### src/rtl/quicksort_median_of_three_assert.svh
// Assertion macros shared by the sort block. Each expects clk and arst_n in scope.
`ifndef QUICKSORT_MEDIAN_OF_THREE_ASSERT_SVH
`define QUICKSORT_MEDIAN_OF_THREE_ASSERT_SVH

// Condition must hold at every edge outside reset.
`define QSM_ASSERT_ALWAYS(lbl, cond) \
	lbl: assert property (@(posedge clk) disable iff (!arst_n) (cond)) \
		else $error("sort block check failed");

// Consequent must hold in the same cycle as the antecedent.
`define QSM_ASSERT_IMPL(lbl, ante, cons) \
	lbl: assert property (@(posedge clk) disable iff (!arst_n) (ante) |-> (cons)) \
		else $error("sort block check failed");

// Consequent must hold in the cycle after the antecedent.
`define QSM_ASSERT_NEXT(lbl, ante, cons) \
	lbl: assert property (@(posedge clk) disable iff (!arst_n) (ante) |=> (cons)) \
		else $error("sort block check failed");

`endif

### src/rtl/qsm_pkg.sv
package qsm_pkg;

	localparam int QSM_MAX_ITEMS  = 64;
	localparam int QSM_DATA_WIDTH = 32;

	// Sequencer states, one-hot.
	typedef enum logic [15:0] {
		ST_LOAD   = 16'h0001,
		ST_POP    = 16'h0002,
		ST_POPW   = 16'h0004,
		ST_M_RD   = 16'h0008,
		ST_M_WR   = 16'h0010,
		ST_P_RD   = 16'h0020,
		ST_P_CMP  = 16'h0040,
		ST_P_SW1  = 16'h0080,
		ST_P_SW2  = 16'h0100,
		ST_F_RD   = 16'h0200,
		ST_F_SW   = 16'h0400,
		ST_F_WR   = 16'h0800,
		ST_PUSH   = 16'h1000,
		ST_E_RD   = 16'h2000,
		ST_E_LD   = 16'h4000,
		ST_E_HOLD = 16'h8000
	} qsm_state_t;

endpackage

### src/rtl/qsm_load_if.sv
interface qsm_load_if #(
	parameter int DATA_WIDTH = qsm_pkg::QSM_DATA_WIDTH
);
	logic                         valid;
	logic                         ready;
	logic signed [DATA_WIDTH-1:0] value;
	logic                         is_last;

	modport source (output valid, output value, output is_last, input ready);
	modport sink   (input valid, input value, input is_last, output ready);
endinterface

### src/rtl/qsm_result_if.sv
interface qsm_result_if #(
	parameter int DATA_WIDTH = qsm_pkg::QSM_DATA_WIDTH
);
	logic                         valid;
	logic                         ready;
	logic signed [DATA_WIDTH-1:0] sorted_value;
	logic                         last_out;
	logic                         truncated;

	modport source (output valid, output sorted_value, output last_out, output truncated,
		input ready);
	modport sink   (input valid, input sorted_value, input last_out, input truncated,
		output ready);
endinterface

### src/rtl/quicksort_median_of_three.sv
// Loading accepts one beat per cycle; the block takes no beat while a set is sorted or sent.
// Results leave one at a time: each is read from the registered element memory and held
// until it is taken, and the next one is not read before then.
// Reset (arst_n, asynchronous, active low) empties the set and clears the overflow mark.
module quicksort_median_of_three #(
	parameter int MAX_ITEMS  = qsm_pkg::QSM_MAX_ITEMS,
	parameter int DATA_WIDTH = qsm_pkg::QSM_DATA_WIDTH
) (
	input  logic         clk,
	input  logic         arst_n,
	qsm_load_if.sink     load,
	qsm_result_if.source result
);

	// Index width of both memories. The range stack is as deep as the element
	// store, which is ample: pending ranges are disjoint and hold two or more
	// elements each.
	localparam int IW = $clog2(MAX_ITEMS);

	// Element memory port signals.
	logic                  e_we;
	logic [IW-1:0]         e_waddr;
	logic [DATA_WIDTH-1:0] e_wdata;
	logic [IW-1:0]         e_raddr;
	logic [DATA_WIDTH-1:0] e_rdata;

	// Range stack port signals; each entry packs the low bound above the high bound.
	logic                  s_we;
	logic [IW-1:0]         s_waddr;
	logic [2*IW-1:0]       s_wdata;
	logic [IW-1:0]         s_raddr;
	logic [2*IW-1:0]       s_rdata;

	// The sequencer owns every access to both memories. It loads beats into the element memory,
	// then for each range popped from the stack it reads the first, middle and last entries,
	// writes back the smallest first, the largest in the middle and the median last (the smaller
	// value of a pair), walks the range with a Lomuto split and pushes sub-ranges of two or more.
	qsm_ctrl #(
		.MAX_ITEMS  (MAX_ITEMS),
		.DATA_WIDTH (DATA_WIDTH)
	) u_ctrl (
		.clk     (clk),
		.arst_n  (arst_n),
		.load    (load),
		.result  (result),
		.e_we    (e_we),
		.e_waddr (e_waddr),
		.e_wdata (e_wdata),
		.e_raddr (e_raddr),
		.e_rdata (e_rdata),
		.s_we    (s_we),
		.s_waddr (s_waddr),
		.s_wdata (s_wdata),
		.s_raddr (s_raddr),
		.s_rdata (s_rdata)
	);

	// Element store: one value per beat that finds room, sorted in place.
	qsm_ram #(
		.WIDTH (DATA_WIDTH),
		.DEPTH (MAX_ITEMS)
	) u_elem_ram (
		.clk   (clk),
		.we    (e_we),
		.waddr (e_waddr),
		.wdata (e_wdata),
		.raddr (e_raddr),
		.rdata (e_rdata)
	);

	// Range stack: replaces the recursion of the sort.
	qsm_ram #(
		.WIDTH (2 * IW),
		.DEPTH (MAX_ITEMS)
	) u_stack_ram (
		.clk   (clk),
		.we    (s_we),
		.waddr (s_waddr),
		.wdata (s_wdata),
		.raddr (s_raddr),
		.rdata (s_rdata)
	);

endmodule

### src/rtl/qsm_ram.sv
// Single-port-write, single-port-read synchronous memory with registered read data.
module qsm_ram #(
	parameter int WIDTH = qsm_pkg::QSM_DATA_WIDTH,
	parameter int DEPTH = qsm_pkg::QSM_MAX_ITEMS
) (
	input  logic                     clk,
	input  logic                     we,
	input  logic [$clog2(DEPTH)-1:0] waddr,
	input  logic [WIDTH-1:0]         wdata,
	input  logic [$clog2(DEPTH)-1:0] raddr,
	output logic [WIDTH-1:0]         rdata
);

	logic [WIDTH-1:0] mem [DEPTH];
	logic [WIDTH-1:0] rdata_q;

	always_ff @(posedge clk) begin
		if (we) begin
			mem[waddr] <= wdata;
		end
		rdata_q <= mem[raddr];
	end

	assign rdata = rdata_q;

endmodule

### src/rtl/qsm_ctrl.sv
// Sequencer: loads the set, runs the quicksort over the element memory with the
// range stack in a second memory, then streams the sorted set out.
// Reads and writes are never issued in the same cycle, so no entry is read while
// it is being written.
module qsm_ctrl #(
	parameter int MAX_ITEMS  = qsm_pkg::QSM_MAX_ITEMS,
	parameter int DATA_WIDTH = qsm_pkg::QSM_DATA_WIDTH
) (
	input  logic                                clk,
	input  logic                                arst_n,
	qsm_load_if.sink                            load,
	qsm_result_if.source                        result,
	output logic                                e_we,
	output logic [$clog2(MAX_ITEMS)-1:0]        e_waddr,
	output logic [DATA_WIDTH-1:0]               e_wdata,
	output logic [$clog2(MAX_ITEMS)-1:0]        e_raddr,
	input  logic [DATA_WIDTH-1:0]               e_rdata,
	output logic                                s_we,
	output logic [$clog2(MAX_ITEMS)-1:0]        s_waddr,
	output logic [2*$clog2(MAX_ITEMS)-1:0]      s_wdata,
	output logic [$clog2(MAX_ITEMS)-1:0]        s_raddr,
	input  logic [2*$clog2(MAX_ITEMS)-1:0]      s_rdata
);
	import qsm_pkg::*;

	localparam int IW = $clog2(MAX_ITEMS);
	localparam int CW = $clog2(MAX_ITEMS + 1);

	qsm_state_t            state_q;
	logic [CW-1:0]         count_q;
	logic                  ovf_q;
	logic [CW-1:0]         sp_q;
	logic [1:0]            step_q;
	logic [IW-1:0]         lo_q, hi_q, i_q, j_q, k_q;
	logic [DATA_WIDTH-1:0] va_q, vb_q, vc_q, piv_q, vj_q;
	logic                  out_valid_q;
	logic [DATA_WIDTH-1:0] out_value_q;
	logic                  out_last_q;
	logic                  out_trunc_q;

	logic                  load_fire;
	logic                  room;
	logic [CW-1:0]         n_next;
	logic [IW-1:0]         mid;
	logic [IW-1:0]         j_inc;
	logic [IW-1:0]         lo_gap, hi_gap;
	logic                  push_lo_ok, push_hi_ok;
	logic                  ab_gt, ac_gt, bc_gt;
	logic [DATA_WIDTH-1:0] vmin, vmax, vmed;
	logic [DATA_WIDTH-1:0] vpiv;
	logic                  rd_le_piv;

	assign load_fire = load.valid && load.ready;
	assign room      = count_q < CW'(MAX_ITEMS);
	assign n_next    = room ? (count_q + CW'(1)) : count_q;
	assign mid       = lo_q + ((hi_q - lo_q) >> 1);
	assign j_inc     = j_q + IW'(1);
	assign lo_gap    = i_q - lo_q;
	assign hi_gap    = hi_q - i_q;
	assign push_lo_ok = lo_gap > IW'(1);
	assign push_hi_ok = hi_gap > IW'(1);
	assign rd_le_piv = $signed(e_rdata) <= $signed(piv_q);

	// Median of three from parallel compares; the middle value is what remains
	// once the smallest and largest are taken out.
	assign ab_gt = $signed(va_q) > $signed(vb_q);
	assign ac_gt = $signed(va_q) > $signed(vc_q);
	assign bc_gt = $signed(vb_q) > $signed(vc_q);
	assign vmin  = (!ab_gt && !ac_gt) ? va_q : (!bc_gt ? vb_q : vc_q);
	assign vmax  = (ab_gt && ac_gt) ? va_q : (bc_gt ? vb_q : vc_q);
	assign vmed  = va_q ^ vb_q ^ vc_q ^ vmin ^ vmax;

	// On a two-element range the middle entry is the first one, so the first entry
	// ends up with the larger value and the smaller one is left at the top as pivot.
	assign vpiv  = (mid == lo_q) ? vmin : vmed;

	assign load.ready          = (state_q == ST_LOAD);
	assign result.valid        = out_valid_q;
	assign result.sorted_value = out_value_q;
	assign result.last_out     = out_last_q;
	assign result.truncated    = out_trunc_q;

	always_comb begin
		e_we    = 1'b0;
		e_waddr = count_q[IW-1:0];
		e_wdata = load.value;
		e_raddr = '0;
		s_we    = 1'b0;
		s_waddr = sp_q[IW-1:0];
		s_wdata = {lo_q, IW'(i_q - IW'(1))};
		s_raddr = IW'(sp_q - CW'(1));
		case (state_q)
			ST_LOAD: begin
				e_we    = load_fire && room;
				s_we    = load_fire && load.is_last && (n_next >= CW'(2));
				s_waddr = '0;
				s_wdata = {IW'(0), IW'(n_next - CW'(1))};
			end
			ST_M_RD: begin
				case (step_q)
					2'd0:    e_raddr = lo_q;
					2'd1:    e_raddr = mid;
					default: e_raddr = hi_q;
				endcase
			end
			ST_M_WR: begin
				e_we = 1'b1;
				case (step_q)
					2'd0: begin
						e_waddr = lo_q;
						e_wdata = vmin;
					end
					2'd1: begin
						e_waddr = mid;
						e_wdata = vmax;
					end
					default: begin
						e_waddr = hi_q;
						e_wdata = vpiv;
					end
				endcase
			end
			ST_P_RD:  e_raddr = j_q;
			ST_P_CMP: e_raddr = i_q;
			ST_P_SW1: begin
				e_we    = 1'b1;
				e_waddr = j_q;
				e_wdata = e_rdata;
			end
			ST_P_SW2: begin
				e_we    = 1'b1;
				e_waddr = i_q;
				e_wdata = vj_q;
			end
			ST_F_RD: e_raddr = i_q;
			ST_F_SW: begin
				e_we    = 1'b1;
				e_waddr = hi_q;
				e_wdata = e_rdata;
			end
			ST_F_WR: begin
				e_we    = 1'b1;
				e_waddr = i_q;
				e_wdata = piv_q;
				s_we    = push_lo_ok;
			end
			ST_PUSH: begin
				s_we    = push_hi_ok;
				s_wdata = {IW'(i_q + IW'(1)), hi_q};
			end
			ST_E_RD: e_raddr = k_q;
			default: e_raddr = '0;
		endcase
	end

	always_ff @(posedge clk or negedge arst_n) begin
		if (!arst_n) begin
			state_q     <= ST_LOAD;
			count_q     <= '0;
			ovf_q       <= 1'b0;
			sp_q        <= '0;
			step_q      <= '0;
			out_valid_q <= 1'b0;
		end else begin
			case (state_q)
				ST_LOAD: begin
					if (load_fire) begin
						count_q <= n_next;
						if (!room) begin
							ovf_q <= 1'b1;
						end
						if (load.is_last) begin
							k_q <= '0;
							if (n_next >= CW'(2)) begin
								sp_q    <= CW'(1);
								state_q <= ST_POP;
							end else begin
								state_q <= ST_E_RD;
							end
						end
					end
				end
				ST_POP: begin
					if (sp_q == '0) begin
						k_q     <= '0;
						state_q <= ST_E_RD;
					end else begin
						sp_q    <= sp_q - CW'(1);
						state_q <= ST_POPW;
					end
				end
				ST_POPW: begin
					lo_q    <= s_rdata[2*IW-1:IW];
					hi_q    <= s_rdata[IW-1:0];
					step_q  <= '0;
					state_q <= ST_M_RD;
				end
				ST_M_RD: begin
					case (step_q)
						2'd1:    va_q <= e_rdata;
						2'd2:    vb_q <= e_rdata;
						2'd3:    vc_q <= e_rdata;
						default: ;
					endcase
					step_q <= step_q + 2'd1;
					if (step_q == 2'd3) begin
						step_q  <= '0;
						state_q <= ST_M_WR;
					end
				end
				ST_M_WR: begin
					step_q <= step_q + 2'd1;
					if (step_q == 2'd2) begin
						step_q  <= '0;
						piv_q   <= vpiv;
						i_q     <= lo_q;
						j_q     <= lo_q;
						state_q <= ST_P_RD;
					end
				end
				ST_P_RD: state_q <= ST_P_CMP;
				ST_P_CMP: begin
					vj_q <= e_rdata;
					if (rd_le_piv && (i_q != j_q)) begin
						state_q <= ST_P_SW1;
					end else begin
						if (rd_le_piv) begin
							i_q <= i_q + IW'(1);
						end
						j_q     <= j_inc;
						state_q <= (j_inc == hi_q) ? ST_F_RD : ST_P_RD;
					end
				end
				ST_P_SW1: state_q <= ST_P_SW2;
				ST_P_SW2: begin
					i_q     <= i_q + IW'(1);
					j_q     <= j_inc;
					state_q <= (j_inc == hi_q) ? ST_F_RD : ST_P_RD;
				end
				ST_F_RD: state_q <= ST_F_SW;
				ST_F_SW: state_q <= ST_F_WR;
				ST_F_WR: begin
					if (push_lo_ok) begin
						sp_q <= sp_q + CW'(1);
					end
					state_q <= ST_PUSH;
				end
				ST_PUSH: begin
					if (push_hi_ok) begin
						sp_q <= sp_q + CW'(1);
					end
					state_q <= ST_POP;
				end
				ST_E_RD: state_q <= ST_E_LD;
				ST_E_LD: begin
					out_valid_q <= 1'b1;
					out_value_q <= e_rdata;
					out_last_q  <= (CW'(k_q) + CW'(1)) == count_q;
					out_trunc_q <= ovf_q;
					state_q     <= ST_E_HOLD;
				end
				ST_E_HOLD: begin
					if (result.ready) begin
						out_valid_q <= 1'b0;
						if (out_last_q) begin
							count_q <= '0;
							ovf_q   <= 1'b0;
							sp_q    <= '0;
							state_q <= ST_LOAD;
						end else begin
							k_q     <= k_q + IW'(1);
							state_q <= ST_E_RD;
						end
					end
				end
				default: state_q <= ST_LOAD;
			endcase
		end
	end

`include "quicksort_median_of_three_assert.svh"

	`QSM_ASSERT_IMPL(a_no_result_while_loading, state_q == ST_LOAD, !out_valid_q)
	`QSM_ASSERT_IMPL(a_partition_order, state_q == ST_P_RD, (lo_q <= i_q) && (i_q <= j_q) && (j_q < hi_q))
	`QSM_ASSERT_NEXT(a_last_beat_rearms, out_valid_q && result.ready && out_last_q, (state_q == ST_LOAD) && (count_q == '0) && !ovf_q)
	`QSM_ASSERT_ALWAYS(a_stack_bound, sp_q <= CW'(MAX_ITEMS))

endmodule

### src/flat_wrapper.sv
// flat-port wrapper written by rule: the top's interface ports become plain ports
module quicksort_median_of_three_flat 
#(
	parameter int MAX_ITEMS  = qsm_pkg::QSM_MAX_ITEMS,
	parameter int DATA_WIDTH = qsm_pkg::QSM_DATA_WIDTH
)
  (clk, arst_n, load_valid, load_value, load_is_last, load_ready, result_valid, result_sorted_value, result_last_out, result_truncated, result_ready);
  qsm_load_if #(.DATA_WIDTH(DATA_WIDTH)) load_i ();
  qsm_result_if #(.DATA_WIDTH(DATA_WIDTH)) result_i ();
  input  logic clk;
  input  logic arst_n;
  input wire logic [$bits(load_i.valid)-1:0] load_valid;
  input wire logic [$bits(load_i.value)-1:0] load_value;
  input wire logic [$bits(load_i.is_last)-1:0] load_is_last;
  output wire logic [$bits(load_i.ready)-1:0] load_ready;
  output wire logic [$bits(result_i.valid)-1:0] result_valid;
  output wire logic [$bits(result_i.sorted_value)-1:0] result_sorted_value;
  output wire logic [$bits(result_i.last_out)-1:0] result_last_out;
  output wire logic [$bits(result_i.truncated)-1:0] result_truncated;
  input wire logic [$bits(result_i.ready)-1:0] result_ready;
  assign load_i.valid = load_valid;
  assign load_i.value = load_value;
  assign load_i.is_last = load_is_last;
  assign load_ready = load_i.ready;
  assign result_valid = result_i.valid;
  assign result_sorted_value = result_i.sorted_value;
  assign result_last_out = result_i.last_out;
  assign result_truncated = result_i.truncated;
  assign result_i.ready = result_ready;
  quicksort_median_of_three #(.MAX_ITEMS(MAX_ITEMS), .DATA_WIDTH(DATA_WIDTH)) u_core (.clk(clk), .arst_n(arst_n), .load(load_i), .result(result_i));
endmodule
### config.mk
export PLATFORM = sky130hd
export DESIGN_NAME = quicksort_median_of_three_flat
export DESIGN_NICKNAME = d
export VERILOG_FILES = /design/src/rtl/qsm_pkg.sv /design/src/rtl/qsm_load_if.sv /design/src/rtl/qsm_result_if.sv /design/src/rtl/quicksort_median_of_three.sv /design/src/rtl/qsm_ram.sv /design/src/rtl/qsm_ctrl.sv /design/src/flat_wrapper.sv
export VERILOG_INCLUDE_DIRS = /design/src /design/src/rtl
export SDC_FILE = /design/constraint.sdc
export NUM_CORES = 2
export LEC_CHECK = 0
export BUFFER_PORTS_ARGS = -buffer_cell sky130_fd_sc_hd__buf_2
export CORE_MARGIN = 2
export CORE_UTILIZATION = 35
export DETAILED_ROUTE_END_ITERATION = 10
export HOLD_SLACK_MARGIN = 0.03
export SETUP_SLACK_MARGIN = 0.5
export SLEW_MARGIN = 0
export SYNTH_ARGS = -nofsm -noshare
export SYNTH_HDL_FRONTEND = slang
export SYNTH_HIERARCHICAL = 1
export SYNTH_SLANG_ARGS = --single-unit
export TNS_END_PERCENT = 20
### constraint.sdc
create_clock -name clk -period 10.7 [get_ports clk]
set_input_delay 1.07 -clock clk [delete_from_list [all_inputs] [get_ports clk]]
set_output_delay 1.07 -clock clk [all_outputs]
set_load 0.005 [all_outputs]
==> reports/qor.yml <==
status: "finished, violations left"
violations: "max-capacitance violations, max-slew violations"
first_global_vias: 67766
first_pass_iters: 7
final.setup.tns_ns: 0
die_width_um: 607
finalClockSkew_ns: 0.103
htreeDepth: 5
cp_slowest_cell: "buf_4"
cp-end-kind: "flop"
synth_area_leaders: "edfxtp_1 (72%), mux4_2 (13%), ha_1 (1.6%)"
maxSlewViolCount: 8
ir_drop_mv: 0.289
worstSetupPathType: "reg -> reg"
final-seq-area_sq_mm: 0.0930
rows: 221
synth_most_common_cell: "edfxtp_1"
finalSetupViolCount: 0
worstReg2RegStart: "u_core/u_ctrl/state_q[1]"
gp_congestion: 0.877
route.detailed.drc: 0
cp.required_ns: 11.43
initial_core_util_pct: 35.1
synth_seq_area_share_pct: 73.1
post_cts_resized: 0
ys_warn_count: 6
layout-drive-gt1-share_pct: 23.3
grt_usage_pct: 18.4
crit_chain: "nor4_1, nand2_1, nor3_1, nand2_1, nor2_1, nand2_1, o21ai_0, a221o_4, buf_4, buf_4, mux4_2, mux4_2, o22ai_1, nor2_1"
syn_area_sq_mm: 0.127
leakagePower_uw: 0.0451
ff2ff_path_depth: 14
maxCapViolCount: 1
port_buffers: 72
grt_max_degree: 131
synth_edf_count: 3040
synth_fp_nets: 6830
cp.arrival_ns: 7.17
worst_pin_slew_ns: 1.55
fin_crit_sh_pct: 60.2
die_h_um: 607
core_area_sq_mm: 0.362
io_pins: 73
yosys.area.top_type: "edfxtp_1"
cts_tree: "built"
via_per_inst: 5.66
worstHoldPathType: "in -> async"
hold_viol: 0
postRouteAntennaNets: 0
async_flop_share_pct: 1.09
nNetsFinal: 7106
numCtsBuffers: 319
ys.flop_type: "edfxtp_1"
wl_um: 344000
syn_to_final_growth_pct: 14.0
yosys-top-cells-count: "edfxtp_1 (3,040), mux4_2 (736), nor2_1 (346), nand2_1 (247), a21oi_1 (199)"
ys_ff_latch: 3118
synth_cell_types: 82
path_clk_slew_ns: 0.06
avgSynthCellArea_sq_um: 19.2
rsz0062_at_grt: "false"
period_minus_slack_ns: 6.44
root_buffer: "clkbuf_16"
nFillCells: 31908
antenna_found_initial: 13
r2r_end: "u_core/u_elem_ram/rdata[2]"
drtIter0Drc: 8193
clock.fmax_mhz: 155
wl_per_cell_um: 28.8
insertion_delay_ns: 0.88
critPathMaxStageDelay_ns: 0.79
grt_overflow: 0
synth_top_area_share_pct: 71.8
grt_pass1_wl_um: 492000
ctsHoldBuffers: 0
r2r_setup_slack_ns: 4.26
post-cts-setup-buffers: 0
vias: 67670
startpoint: "u_core/u_ctrl/state_q[1]"
start_kind: "flop"
multi_input_area_sq_mm: 0.0330
powerDensity_mw_per_mm2: 216
power.total_uw: 31300
crit_fanout: 45
path_common_cell: "nand2_1"
synthCells: 6629
dieArea_sq_mm: 0.368
cts.sinks: 3118
maxSlewHeadroom_pct: -4.28
cts_buffer_depth: 4
hpwl_um: 197000
registers in the layout (all words and copies together), names as in the netlist, 7 cells and up:
signal                             count
u_core/u_ctrl/state_q                 16
u_core/u_elem_ram/rdata               32
u_core/u_ctrl/count_q                  7
u_core/u_stack_ram/mem               768
u_core/u_elem_ram/mem               2048
u_core/u_ctrl/vb_q                    32
u_core/u_ctrl/sp_q                     7
u_core/u_ctrl/piv_q                   32
u_core/u_ctrl/vc_q                    32
u_core/u_stack_ram/rdata              12
u_core/u_ctrl/va_q                    32
u_core/u_ctrl/result.sorted_value     32
u_core/u_ctrl/vj_q                    32
routing by layer:
layer	GRT usage, %	share of wire [%]	vias to the layer above
met1	25.7	41	36099
met2	29.6	48	3113
met4	5.41	3.0	6
met3	2.96	8.3	576
li1	-	-	27876
met5	0	0.012	-
per-stage QoR:
step	worst slack, ns	instances	utilization (%)	instance area [sq um]	hold slack [ns]
after CTS	4.15	11946	40.1	145000	0.279
after floorplan	2.28	6629	-	127000	0.386
final	4.26	11949	40.1	145000	0.322
after global placement	4.32	11378	37.3	135000	0.390
after detailed placement	4.14	11378	37.3	135000	0.389
after global routing	3.69	11947	40.1	145000	0.324
kinds of logic (layout without fill, tap and decap cells):
logic type      count (synthesis)  in the layout  synth area share, %
buf+inv                       494           1017                 1.76
compound gates                822            822                 4.40
fa+ha+maj                     164            164                 1.64
xor+xnor                      189            189                 1.30
flops                        3118           3118                 73.1
mux                           891            891                 14.3
simple gates                  951            951                 3.49
other cells                     0              3                    0
how the worst max path moves through the flow:
stage | endpoint | slack [ns]
after CTS | u_core/u_elem_ram/rdata[2] | 4.15
after global placement | u_core/u_elem_ram/rdata[2] | 4.32
final | u_core/u_elem_ram/rdata[2] | 4.26
after global routing | u_core/u_elem_ram/rdata[2] | 3.69
after detailed placement | u_core/u_elem_ram/rdata[2] | 4.14
after floorplan | u_core/u_elem_ram/mem[0][16] | 2.28
power breakdown:
| group | switching (uW) | total, uW | internal (uW) |
|---|---|---|---|
| combinational | 3900 | 5760 | 1850 |
| sequential | 279 | 14700 | 14400 |
| clock | 4590 | 10900 | 6300 |
critical path: cells and delay by family (launching register included):
kind	cells	cell delay [ns]
buf+inv	2	1.37
flops	1	0.44
simple gates	7	1.80
compound gates	3	1.53
mux	2	1.11
placed cells by master, fill, tap and decap left out, drive strengths merged, types with 44 or more instances in the layout:
| cell type | netlist | final |
|---|---|---|
| edfxtp | 3040 | 3040 |
| mux4 | 736 | 736 |
| clkbuf | 194 | 409 |
| nor2 | 347 | 347 |
| buf | 170 | 319 |
| nand2 | 247 | 247 |
| a21oi | 199 | 199 |
| ha | 160 | 160 |
| mux2i | 146 | 146 |
| o22ai | 145 | 145 |
| inv | 130 | 140 |
| xnor2 | 133 | 133 |
| o21ai | 129 | 129 |
| clkinv | 0 | 111 |
| nand3 | 65 | 65 |
| xor2 | 56 | 56 |
| nor4 | 47 | 47 |
| nor2b | 46 | 46 |
| o221ai | 44 | 44 |
| dfxtp | 44 | 44 |
| nand2b | 44 | 44 |
cell type report:
type | instances | area share (%)
Inverter | 130 | 0.345
Tap cell | 4794 | 4.14
Clock inverter | 159 | 1.00
Multi-Input combinational cell | 3017 | 22.8
Antenna cell | 3 | 0.00518
Clock buffer | 409 | 5.95
Sequential cell | 3118 | 64.2
Timing Repair Buffer | 319 | 1.61
Note: power is estimated with default switching activity, not from simulation.
